<file path="src/rtl/core/hopf_pkg.sv">
// ----------------------------------------------------------------------------
// Hamming one-pair finder package
// Shared item types, register indexes, opcodes and default sizes.
// ----------------------------------------------------------------------------
package hopf_pkg;

    localparam int DEF_TABLE_DEPTH = 32;
    localparam int DEF_SITE_COUNT  = 16;
    localparam int WORD_BITS       = 16;
    localparam int RESULT_CAP      = 32;
    localparam int CMD_DEPTH       = 2;
    localparam int RES_DEPTH       = 4;

    localparam logic OP_LOAD  = 1'b0;
    localparam logic OP_QUERY = 1'b1;

    localparam logic REG_ENTRIES = 1'b0;
    localparam logic REG_SITES   = 1'b1;

    typedef struct packed {
        logic        opcode;
        logic [4:0]  slot;
        logic [15:0] haplotype_bits;
    } in_item_t;

    typedef struct packed {
        logic [4:0] first_index;
        logic [4:0] second_index;
        logic       found;
        logic       last;
    } out_item_t;

    // Classified command handed from the front to the back.
    typedef struct packed {
        logic        is_query;
        logic        slot_ok;
        logic [4:0]  slot;
        logic [15:0] word;
    } cmd_t;

    typedef enum logic [1:0] {
        ST_IDLE,
        ST_BASE,
        ST_SCAN,
        ST_FINISH
    } back_state_t;

endpackage

</file>
<file path="src/rtl/core/hopf_fifo.sv">
// ----------------------------------------------------------------------------
// Hamming one-pair finder queue
// Small first-in first-out register queue with push/pop and full/empty.
// ----------------------------------------------------------------------------
module hopf_fifo #(
    parameter int WIDTH = 8,
    parameter int DEPTH = 2
) (
    input  logic             clk,
    input  logic             rst_n,
    input  logic             push,
    input  logic [WIDTH-1:0] wdata,
    output logic             full,
    input  logic             pop,
    output logic [WIDTH-1:0] rdata,
    output logic             empty
);
    localparam int PW = (DEPTH > 1) ? $clog2(DEPTH) : 1;
    localparam int CW = $clog2(DEPTH + 1);

    logic [WIDTH-1:0] slots_reg [DEPTH];
    logic [PW-1:0]    wr_ptr_reg;
    logic [PW-1:0]    rd_ptr_reg;
    logic [CW-1:0]    count_reg;
    logic             do_push;
    logic             do_pop;

    assign full    = (count_reg == CW'(DEPTH));
    assign empty   = (count_reg == '0);
    assign do_push = push && !full;
    assign do_pop  = pop && !empty;
    assign rdata   = slots_reg[rd_ptr_reg];

    always_ff @(posedge clk or negedge rst_n)
    begin
        if (!rst_n)
        begin
            wr_ptr_reg <= '0;
            rd_ptr_reg <= '0;
            count_reg  <= '0;
        end
        else
        begin
            if (do_push)
            begin
                wr_ptr_reg <= (wr_ptr_reg == PW'(DEPTH - 1)) ? '0 : wr_ptr_reg + 1'b1;
            end
            if (do_pop)
            begin
                rd_ptr_reg <= (rd_ptr_reg == PW'(DEPTH - 1)) ? '0 : rd_ptr_reg + 1'b1;
            end
            if (do_push && !do_pop)
            begin
                count_reg <= count_reg + 1'b1;
            end
            else if (do_pop && !do_push)
            begin
                count_reg <= count_reg - 1'b1;
            end
        end
    end

    always_ff @(posedge clk)
    begin
        if (do_push)
        begin
            slots_reg[wr_ptr_reg] <= wdata;
        end
    end

endmodule

</file>
<file path="src/rtl/core/hopf_front.sv">
// ----------------------------------------------------------------------------
// Hamming one-pair finder front
// Accepts input beats, decodes the opcode, range-checks the slot and queues
// the classified command for the back.
// ----------------------------------------------------------------------------
module hopf_front #(
    parameter int TABLE_DEPTH = 32
) (
    input  logic            clk,
    input  logic            rst_n,
    input  logic            push,
    input  hopf_pkg::in_item_t item,
    output logic            full,
    input  logic            cmd_pop,
    output hopf_pkg::cmd_t  cmd,
    output logic            cmd_empty
);
    import hopf_pkg::*;

    cmd_t cmd_in;
    logic [$bits(cmd_t)-1:0] cmd_raw;

    always_comb
    begin
        cmd_in.is_query = (item.opcode == OP_QUERY);
        cmd_in.slot_ok  = ({2'b00, item.slot} < 7'(TABLE_DEPTH));
        cmd_in.slot     = item.slot;
        cmd_in.word     = item.haplotype_bits;
    end

    hopf_fifo #(
        .WIDTH ($bits(cmd_t)),
        .DEPTH (CMD_DEPTH)
    ) u_cmd_fifo (
        .clk   (clk),
        .rst_n (rst_n),
        .push  (push),
        .wdata (cmd_in),
        .full  (full),
        .pop   (cmd_pop),
        .rdata (cmd_raw),
        .empty (cmd_empty)
    );

    assign cmd = cmd_t'(cmd_raw);

endmodule

</file>
<file path="src/rtl/core/hopf_back.sv">
// ----------------------------------------------------------------------------
// Hamming one-pair finder back
// Holds the haplotype table, performs loads and scans it for queries, one slot
// compare per cycle unless the result queue it pushes beats to is full.
// ----------------------------------------------------------------------------
module hopf_back #(
    parameter int TABLE_DEPTH = 32
) (
    input  logic               clk,
    input  logic               rst_n,
    input  hopf_pkg::cmd_t     cmd,
    input  logic               cmd_empty,
    output logic               cmd_pop,
    input  logic [5:0]         scan_len,
    input  logic [15:0]        site_mask,
    input  logic               res_full,
    output logic               res_push,
    output hopf_pkg::out_item_t res
);
    import hopf_pkg::*;

    localparam int AW = $clog2(TABLE_DEPTH);

    logic [15:0]   mem [TABLE_DEPTH];
    logic [15:0]   rdata_reg;

    back_state_t   state_reg, state_next;
    logic [5:0]    j_reg, j_next;
    logic [4:0]    qslot_reg, qslot_next;
    logic [15:0]   base_reg, base_next;
    logic [4:0]    pend_reg, pend_next;
    logic          pend_valid_reg, pend_valid_next;

    logic [5:0]    rd_idx;
    logic [6:0]    rd_wide;
    logic [6:0]    wr_wide;
    logic          mem_we;
    logic [15:0]   diff;
    logic          hit;
    logic          advance;

    assign rd_wide = {1'b0, rd_idx};
    assign wr_wide = {2'b00, cmd.slot};
    assign diff    = (base_reg ^ rdata_reg) & site_mask;
    // Exactly one differing site.
    assign hit     = (diff != '0) && ((diff & (diff - 16'd1)) == '0);

    always_ff @(posedge clk)
    begin
        if (mem_we)
        begin
            mem[wr_wide[AW-1:0]] <= cmd.word;
        end
        rdata_reg <= mem[rd_wide[AW-1:0]];
    end

    always_ff @(posedge clk or negedge rst_n)
    begin
        if (!rst_n)
        begin
            state_reg      <= ST_IDLE;
            pend_valid_reg <= 1'b0;
        end
        else
        begin
            state_reg      <= state_next;
            pend_valid_reg <= pend_valid_next;
        end
    end

    always_ff @(posedge clk)
    begin
        j_reg     <= j_next;
        qslot_reg <= qslot_next;
        base_reg  <= base_next;
        pend_reg  <= pend_next;
    end

    always_comb
    begin
        state_next      = state_reg;
        j_next          = j_reg;
        qslot_next      = qslot_reg;
        base_next       = base_reg;
        pend_next       = pend_reg;
        pend_valid_next = pend_valid_reg;
        cmd_pop         = 1'b0;
        mem_we          = 1'b0;
        rd_idx          = j_reg;
        res_push        = 1'b0;
        advance         = 1'b0;
        res.first_index  = qslot_reg;
        res.second_index = pend_reg;
        res.found        = 1'b1;
        res.last         = 1'b0;

        unique case (state_reg)
            ST_IDLE:
            begin
                rd_idx = {1'b0, cmd.slot};
                if (!cmd_empty)
                begin
                    cmd_pop = 1'b1;
                    if (!cmd.is_query)
                    begin
                        mem_we = cmd.slot_ok;
                    end
                    else
                    begin
                        qslot_next      = cmd.slot;
                        pend_valid_next = 1'b0;
                        if (cmd.slot_ok && (scan_len != '0))
                        begin
                            state_next = ST_BASE;
                        end
                        else
                        begin
                            state_next = ST_FINISH;
                        end
                    end
                end
            end
            ST_BASE:
            begin
                // The queried word arrives now; start reading slot zero.
                base_next  = rdata_reg;
                rd_idx     = '0;
                j_next     = '0;
                state_next = ST_SCAN;
            end
            ST_SCAN:
            begin
                // A hit is held back until the next hit or the finish so the final one can be marked last.
                advance = !(hit && pend_valid_reg && res_full);
                if (hit && pend_valid_reg && !res_full)
                begin
                    res_push = 1'b1;
                end
                if (hit && advance)
                begin
                    pend_next       = j_reg[4:0];
                    pend_valid_next = 1'b1;
                end
                if (advance)
                begin
                    if (j_reg == scan_len - 6'd1)
                    begin
                        state_next = ST_FINISH;
                    end
                    else
                    begin
                        j_next = j_reg + 6'd1;
                        rd_idx = j_reg + 6'd1;
                    end
                end
            end
            ST_FINISH:
            begin
                res.second_index = pend_valid_reg ? pend_reg : 5'd0;
                res.found        = pend_valid_reg;
                res.last         = 1'b1;
                if (!res_full)
                begin
                    res_push   = 1'b1;
                    state_next = ST_IDLE;
                end
            end
            default:
            begin
                state_next = ST_IDLE;
            end
        endcase
    end

endmodule

</file>
<file path="src/rtl/core/hamming_one_pair_finder_top.sv">
// ----------------------------------------------------------------------------
// Hamming one-pair finder
// Finds every scanned table slot whose haplotype differs from a queried slot
// in exactly one active site.
// ----------------------------------------------------------------------------
// Usage:
//   Input beats are written with push while full is low. A load beat writes
//   one haplotype word into a slot; a query beat names a slot to scan for.
//   Result beats are read with pop while empty is low; each carries a pair,
//   and the final beat of a query has last set. A query with no neighbor
//   gives a single beat with found low and last set.
//   A load is written as the back takes it. A query takes the command, reads
//   the queried word, compares the scanned slots one at a time through the
//   single table read port, and ends with the closing beat; with nothing to
//   scan, or a slot past the table, it goes straight to the closing beat.
//   Registers entries_in_use and sites_in_use are written through cfg_we,
//   cfg_addr and cfg_data; the user must write them only while the block is
//   idle, which the block itself does not enforce. Reset empties both queues
//   and returns the registers to 32 and 16; the table contents are undefined
//   until loaded. When the receiver stalls, the result queue fills and the
//   scan pauses at the next beat it must push; input beats keep being taken
//   until the command queue is full.
// ----------------------------------------------------------------------------
module hamming_one_pair_finder_top #(
    parameter int TABLE_DEPTH = hopf_pkg::DEF_TABLE_DEPTH,
    parameter int SITE_COUNT  = hopf_pkg::DEF_SITE_COUNT
) (
    input  logic                clk,
    input  logic                rst_n,
    input  logic                push,
    input  hopf_pkg::in_item_t  item,
    output logic                full,
    output logic                empty,
    input  logic                pop,
    output hopf_pkg::out_item_t result,
    input  logic                cfg_we,
    input  logic                cfg_addr,
    input  logic [5:0]          cfg_data
);
    import hopf_pkg::*;

    localparam int SCAN_LIM = (TABLE_DEPTH < RESULT_CAP) ? TABLE_DEPTH : RESULT_CAP;
    localparam int SITE_LIM = (SITE_COUNT < WORD_BITS) ? SITE_COUNT : WORD_BITS;

    logic [5:0]  entries_reg;
    logic [4:0]  sites_reg;
    logic [5:0]  scan_len;
    logic [4:0]  site_sat;
    logic [16:0] mask_wide;
    logic [15:0] site_mask;

    cmd_t        cmd;
    logic        cmd_empty;
    logic        cmd_pop;
    logic        res_full;
    logic        res_push;
    out_item_t   res;
    logic [$bits(out_item_t)-1:0] res_raw;

    always_ff @(posedge clk or negedge rst_n)
    begin
        if (!rst_n)
        begin
            entries_reg <= 6'd32;
            sites_reg   <= 5'd16;
        end
        else if (cfg_we)
        begin
            unique case (cfg_addr)
                REG_ENTRIES: entries_reg <= cfg_data;
                REG_SITES:   sites_reg   <= cfg_data[4:0];
                default:     entries_reg <= entries_reg;
            endcase
        end
    end

    assign scan_len  = (entries_reg > 6'(SCAN_LIM)) ? 6'(SCAN_LIM) : entries_reg;
    assign site_sat  = (sites_reg > 5'(SITE_LIM)) ? 5'(SITE_LIM) : sites_reg;
    assign mask_wide = (17'd1 << site_sat) - 17'd1;
    assign site_mask = mask_wide[15:0];

    hopf_front #(
        .TABLE_DEPTH (TABLE_DEPTH)
    ) u_front (
        .clk       (clk),
        .rst_n     (rst_n),
        .push      (push),
        .item      (item),
        .full      (full),
        .cmd_pop   (cmd_pop),
        .cmd       (cmd),
        .cmd_empty (cmd_empty)
    );

    hopf_back #(
        .TABLE_DEPTH (TABLE_DEPTH)
    ) u_back (
        .clk       (clk),
        .rst_n     (rst_n),
        .cmd       (cmd),
        .cmd_empty (cmd_empty),
        .cmd_pop   (cmd_pop),
        .scan_len  (scan_len),
        .site_mask (site_mask),
        .res_full  (res_full),
        .res_push  (res_push),
        .res       (res)
    );

    hopf_fifo #(
        .WIDTH ($bits(out_item_t)),
        .DEPTH (RES_DEPTH)
    ) u_res_fifo (
        .clk   (clk),
        .rst_n (rst_n),
        .push  (res_push),
        .wdata (res),
        .full  (res_full),
        .pop   (pop),
        .rdata (res_raw),
        .empty (empty)
    );

    assign result = out_item_t'(res_raw);

endmodule
</file>
<file path="config.mk">
export PLATFORM = sky130hd
export DESIGN_NAME = hamming_one_pair_finder_top
export DESIGN_NICKNAME = d
export VERILOG_FILES = /design/src/rtl/core/hopf_pkg.sv /design/src/rtl/core/hopf_fifo.sv /design/src/rtl/core/hopf_front.sv /design/src/rtl/core/hopf_back.sv /design/src/rtl/core/hamming_one_pair_finder_top.sv
export SDC_FILE = /design/constraint.sdc
export NUM_CORES = 1
export LEC_CHECK = 0
export BUFFER_PORTS_ARGS = -buffer_cell sky130_fd_sc_hd__clkbuf_2
export CAP_MARGIN = 20
export CORE_AREA = 2 2 217 219
export CTS_CLUSTER_DIAMETER = 40
export DETAILED_ROUTE_END_ITERATION = 8
export DIE_AREA = 0 0 219 221
export GPL_TIMING_DRIVEN = 0
export PLACE_DENSITY = 0.79
export SYNTH_ARGS = -nofsm -noshare
export SYNTH_HDL_FRONTEND = slang
export SYNTH_SLANG_ARGS = --single-unit
</file>
<file path="constraint.sdc">
create_clock -name clk -period 5.65 [get_ports clk]
set_clock_uncertainty 0.1 [all_clocks]
set_input_delay 0.2825 -clock clk [delete_from_list [all_inputs] [get_ports clk]]
set_output_delay 0.2825 -clock clk [all_outputs]
set_load 0.01 [all_outputs]
</file>
== After elaboration in Yosys (flattened, before gate mapping) ==
Memories as Yosys holds them, arrays and structs flattened. A register that Yosys moved wholly into a read port is not among the register bits.
Index checks and enable logic that the tools add are counted.
Word-level totals
  flip-flop bits (word level): 57
  output and inout bits: 14
  memory bits (writable): 604
  memories: 3
  bits of input ports: 34
  logic and storage cells: 131
Operators by class
  shift-type cells: 1
  reduce and logical (&&, ||, !) cells: 39
  bitwise logic cells: 5
  equality and inequality tests: 14
  magnitude comparators: 2
  add/subtract/negate cells: 12
  mux-type cells: 41
Memory list
  u_back.mem: words 32, bits a word 16, rd ports 1, clocked after Yosys merged registers in 1, wr ports 1, line hopf_back.sv:24  | logic [15:0] mem [TABLE_DEPTH];
  u_res_fifo.slots_reg: words 4, bits a word 12, rd ports 1, clocked after Yosys merged registers in 0, wr ports 1, line hopf_fifo.sv:21  | logic [WIDTH-1:0] slots_reg [DEPTH];
  u_front.u_cmd_fifo.slots_reg: words 2, bits a word 22, rd ports 1, clocked after Yosys merged registers in 0, wr ports 1, line hopf_fifo.sv:21
Operators by type and width (count)
  bitwise AND 16 bit: 2
  subtractor 16 x 1 -> 16 bit, second input constant: 2
  two-way mux 2 bit: 10
  two-way mux 1 bit: 18
  two-way mux 6 bit: 3
  logical NOT 16 bit: 1
  nonzero test 16 bit: 1
  << shifter 1 x 5 -> 16 bit, first input constant: 1
  XOR 16 bit: 1
  case mux 5 bit (3 select lines): 1
  logical AND 1 bit: 13
  case mux 6 bit (2 select lines): 1
  equality test 2 bit, second input constant: 5
  two-way mux 5 bit: 2
  logical NOT 1 bit: 9
  case mux 2 bit (4 select lines): 1
  nonzero test 2 bit: 4
  two-way mux 7 bit: 1
  adder 2 x 1 -> 2 bit, second input constant: 3
  adder 6 x 1 -> 6 bit, second input constant: 1
  equality test 6 bit: 1
  > comparator 6 bit, second input constant: 1
  two-way mux 3 bit: 2
  != test 2 x 1 -> 1 bit, second input constant: 3
  19 further kinds: 27

== Longest topological paths before layout ==
  word-level depth: 18
  mapped depth: 22
  mapped depth without buffers: 18

== Hierarchy ==
Synthesis repeated with hierarchy kept, for this count alone.
Unflattened totals
  cell total of the unflattened synthesis: 2019
  area total of the unflattened synthesis: 28812.6 sq um
Modules (own cells, without submodules)
  hopf_back: seq. area each 16731.0 sq um, cells an instance 1745, area each 23880.4 sq um, times used 1
  hopf_fifo at u_res_fifo: seq. area each 1616.6 sq um, cells an instance 100, area each 2195.9 sq um, times used 1
  hopf_fifo at u_front.u_cmd_fifo: seq. area each 1481.4 sq um, cells an instance 91, area each 1959.4 sq um, times used 1
  hamming_one_pair_finder_top: seq. area each 277.8 sq um, cells an instance 82, area each 773.2 sq um, times used 1
  hopf_front: seq. area each 0.0 sq um, cells an instance 1, area each 3.8 sq um, times used 1

== Worst setup path after synthesis ==
OpenSTA, ideal clock, no wires.
  kind: register to register
  from: reg sites_reg[4]
  to: reg u_back.rdata_reg[10] (read register of u_back.mem)
  buffers on the path: 4
  setup time: 0.157 ns
  period minus slack after synthesis: 4.960 ns
  data required time: 5.393 ns
  data arrival time: 4.702 ns
  stages on the path, launching flop included: 18
  path slack: 0.690 ns
  cells stage by stage: dfstp_2 clkbuf_1 nor3_2 nand3b_1 ha_1 or4b_4 and2_4 a21oi_4 mux2i_1 or4_1 a221o_1 buf_6 o311ai_2 mux2i_1 and4_1 buf_1 clkbuf_1 a311oi_2
On the way
  word-level cells in the longest chain between the ends: 13
  elaborated cells on any way between the ends: 14
  classes of those cells: add/sub (2); order compare (1); shift (1); mux (3); bitwise (2); reduce/logical (5)
RTL lines
  from (decl): line hamming_one_pair_finder_top.sv:46  | logic [4:0] sites_reg;
  from (signal assigned): line hamming_one_pair_finder_top.sv:71  | REG_SITES: sites_reg <= cfg_data[4:0];
  > comparator 5 bit: line hamming_one_pair_finder_top.sv:78  | assign site_sat = (sites_reg > 5'(SITE_LIM)) ? 5'(SITE_LIM) : sites_reg;
  two-way mux 5 bit (*): line hamming_one_pair_finder_top.sv:78
  << shifter 1 x 5 -> 16 bit (*): line hamming_one_pair_finder_top.sv:79  | assign mask_wide = (17'd1 << site_sat) - 17'd1;
  subtractor 16 x 1 -> 16 bit (*): line hamming_one_pair_finder_top.sv:79
  bitwise AND 16 bit (*): line hopf_back.sv:44  | assign diff = (base_reg ^ rdata_reg) & site_mask;
  subtractor 16 x 1 -> 16 bit: line hopf_back.sv:46  | assign hit = (diff != '0) && ((diff & (diff - 16'd1)) == '0);
  bitwise AND 16 bit: line hopf_back.sv:46
  logical NOT 16 bit: line hopf_back.sv:46
  logical AND 1 bit (*): line hopf_back.sv:46
  logical AND 1 bit (*) (2 in series): line hopf_back.sv:134  | advance = !(hit && pend_valid_reg && res_full);
  two-way mux 6 bit (*): line hopf_back.sv:144  | if (advance)
  case mux 5 bit (3 select lines) (*): line hopf_back.sv:97  | unique case (state_reg)
  to (decl): line hopf_back.sv:25  | logic [15:0] rdata_reg;
Mark *: on every way between the ends. The rest lies on a longest branch, timed or not.
A chain may end at the register's enable or synchronous reset.

== Worst setup path after layout ==
  from: reg sites_reg[1]
  to: reg u_back.rdata_reg[13] (read register of u_back.mem)
The elaborated chain is that of the path after synthesis.

==> flow_summary.ini <==
[critical_path]
cp-start-kind = register
cp_data_required_time_ns = 6.02
path_max_fanout = 10
critPathMaxStageDelay_ns = 0.63
endpoint_kind = register
crit_arrival_ns = 6.35
cpMostUsedCell = buf_6
path_cells = buf_6 -> clkbuf_8 -> nand3b_1 -> ha_4 -> or4b_4 -> and2_4 -> a21oi_4 -> mux2i_1 -> or4_1 -> a221o_1 -> buf_6 -> o311a_4 -> buf_12 -> buf_6 -> a2111oi_0 -> a211oi_1 -> o211ai_1 -> nand4_1 -> a311oi_2
path_buf_inv = 5
crit_slowest_cell = a2111oi_0
worstSetupPathType = reg -> reg
crit_family = compound AO/OA/AOI/OAI gates

[global_routing]
met2_usage_pct = 52.16
grt_pass1_vias = 19581
use_met3_pct = 9.196
grt_pass1_wl_um = 117900
grt-ovfl-total = 0
busiest_layer = met2
grt_usage_pct = 32.98
grtUsageMet1_pct = 42.46
grt_start_max_net_pins = 33
antenna_found_initial = 2

[yosys]
muxShareOfSynthArea_pct = 3.534
ys_seq_elements = 677
synth_compound_area_share_pct = 12.28
synth-main-ff-cell = edfxtp_1
ys_seq_area_share_pct = 69.65
synth_top_family_by_area = compound AO/OA/AOI/OAI gates
syn_avg_cell_area_um2 = 13.86
synth_fa_ha_area_share_pct = 0.6781
synth-simple-area-share_pct = 8.303
synth_xor_area_share_pct = 1.126
ys_types = 80
synth-edff-count = 636
syn_area_um2 = 28780
synthCells = 2076
synth_fp_nets = 2125
async_flop_share_pct = 3.693
yosysWarnings = 0

[clock_network]
cts_max_path_buffers = 3
htreeDepth = 3
clock_sinks = 677
cts_tree = built
numCtsBuffers = 82
clk_latency_ns = 0.63
cts_root_buffer = clkbuf_16
cts.clk_slew.worst_paths_ns = 0.06

[power]
power_per_cell_area_nw_per_um2 = 636.6
leakage_nw = 11.85
p_int_mw = 12.58
swShare_pct = 42.47
clock_power_share_pct = 23.2
p_seq_share_pct = 30.9
combPwrFrac_pct = 45.9
power.switching_mw = 9.286
vdd_drop_max_mv = 0.3860

[sta]
grt_setup_unrepaired = yes
hold_viol = 0
fin_crit_sh_pct = 105.8
tightestPinTransition_ns = 1.062
report.final.slew_viol_count = 0
layout_min_cycle_time_ns = 5.979
fmax_ghz = 0.1672
setup_viol = 12
slew_headroom_pct = 29.19
finalWorstSetupSlack_ns = -0.3291

[routing]
dr_total_vias = 19981
drc = 0
ant_nets = 0
dr.pass1.iters = 6
drtIter0Drc = 3291
avgRoutedWirePerCell_um = 27.54
routed_via_density = 6.759
totalWireLength_um = 81400

[placed_design]
place_congestion = 1.074
pre_cts_slack_ns = -0.9993
dpl.cell_count = 2759
place_hpwl_um = 50750
port_buffers = 47

[floorplanning]
die_h_um = 221
rows = 79
start_util_pct = 62.49
die-area_um2 = 48400
io_pins = 48
core_area_um2 = 46060
dieWidth_um = 219

[finish]
fill_cells = 2657
drive_gt1_share_pct = 20.90
largest_reg_flops = 512
diodes = 0
nets = 2335
area_growth_pct = 19.33
final_cells = 2956

[run_status]
status = complete, but fails checks
violations = negative setup slack

[job]
cap_violations = 0

[worst_hold_path]
hold_class = in -> reg
==> layout make-up <==
class	instances	area [um2]	share of cell area [%]
timing repair buffer	129	1018	2.965
clock buffer	97	2192	6.383
tap	607	759.5	2.211
inverter	139	521.8	1.519
clock inverter	50	439.2	1.279
sequential	677	20050	58.37
multi-input combinational	1095	8478	24.68
buffer	162	888.4	2.587
==> stage by stage <==
step	area, um2	hold slack, ns	power, mW	util, %	setup TNS (ns)
floorplan	28780	-0.1131	12.06	-	0
global placement	29780	0.2380	14.92	64.65	-12.13
detailed placement	30060	0.2535	15.24	65.26	-14.13
CTS	33430	0.03209	20.69	72.58	-0.1188
global route	34350	0.07749	22.57	74.56	-2.454
finish	34350	0.04669	21.87	74.56	-1.464
==> timing repair <==
item / 4_1_cts / 5_1_grt
setup buffers: 13 / 7
pin swaps: 24 / 57
hold buffers: 31 / 0
gates resized for setup: 96 / 240
endpoints found under the setup margin: 16 / 16
hold endpoints to repair: 80 / 0
==> path summary, 6_finish.rpt <==
kind | slack (ns) | cells past startpoint | end | from
max | -0.33 | 19 | u_back.rdata_reg[13] | sites_reg[1]
min | 0.05 | 3 | sites_reg[3] | cfg_we
max reg2reg | -0.33 | 19 | u_back.rdata_reg[13] | sites_reg[1]
min reg2reg | 0.35 | 0 | u_back.base_reg[13] | u_back.rdata_reg[13]
max in group asynchronous | 4.75 | 2 | sites_reg[2] | rst_n
min in group asynchronous | 0.17 | 2 | u_front.u_cmd_fifo.wr_ptr_reg | rst_n
==> placed cells by master (no fill, tap or decap), types with 24 or more instances in the layout <==
cell type      count
a2111oi_0         35
a2111oi_1         26
a2111oi_2         35
a2111oi_4         24
a211oi_1         106
buf_2             29
buf_4             49
buf_6             24
clkbuf_1          75
clkbuf_16         85
clkbuf_2          82
dlygate4sd3_1     31
edfxtp_1         636
inv_1            138
mux2_2            29
mux2i_1           41
nand2_1          260
nand3_1           96
nand4_1           45
nor2_1            58
o211ai_1          62
==> synth_stat cells, types with 3 or more instances <==
cell type	count	area, um2
xor2_1	16	140.1
a211oi_1	121	908.4
mux2i_1	42	420.4
buf_2	29	145.1
and2_1	12	75.07
o21ai_0	16	80.08
a2111oi_0	120	1051
a21oi_1	16	80.08
buf_6	8	90.09
nand3_1	96	480.5
o211ai_1	62	465.5
dfxtp_1	16	320.3
buf_1	3	11.26
a311oi_1	7	61.31
nor2_1	63	236.5
o32ai_1	5	43.79
nor2b_1	8	50.05
nand2_1	260	975.9
a32oi_1	16	140.1
xnor2_1	21	183.9
mux4_2	12	270.3
ha_1	14	175.2
inv_1	138	518.0
mux2_2	29	326.6
o211a_1	4	40.04
nor4_1	6	37.54
clkbuf_1	114	427.9
nor3_1	9	45.04
nand4_1	45	281.5
edfxtp_1	636	19100
dfrtp_1	23	575.6
buf_4	9	67.56
o22ai_1	4	25.02
a31oi_1	19	118.9
a311oi_2	10	150.1
nand2b_1	10	62.56
or4_1	3	22.52
==> worst reg2reg max path: stages (launching register included) <==
cell,delay (ns)
dfrtp_1,0.34
buf_6,0.11
clkbuf_8,0.15
nand3b_1,0.15
ha_4,0.19
or4b_4,0.49
and2_4,0.18
a21oi_4,0.15
mux2i_1,0.11
or4_1,0.50
a221o_1,0.42
buf_6,0.17
o311a_4,0.45
buf_12,0.20
buf_6,0.18
a2111oi_0,0.64
a211oi_1,0.16
o211ai_1,0.47
nand4_1,0.27
a311oi_2,0.41
==> metal layers <==
metal / vias to the layer above / part of all wire (%) / wire (um)
met4: 0 / 5.5 / 4468
li1: 8485 / - / -
met3: 303 / 12 / 9415
met2: 1411 / 47 / 38250
met1: 9782 / 36 / 29270
met5: - / 0 / 0
==> power groups by stage <==
stage	sequential, mW	combinational (mW)	clock, mW
floorplan	6.75	5.31	0
global placement	6.81	8.11	0
detailed placement	6.84	8.40	0
CTS	6.75	8.86	5.08
global route	6.79	10.5	5.30
finish	6.75	10.0	5.08
==> cell families after synthesis <==
| logic type | count (synthesis) |
|---|---|
| adder cells (fa/ha/maj) | 15 |
| flip-flops | 677 |
| XOR/XNOR | 37 |
| AO/OA/AOI/OAI | 433 |
| multiplexers | 83 |
| AND/OR/NAND/NOR | 527 |
| buffers and inverters | 304 |
Power figures use the tool's default switching activity.
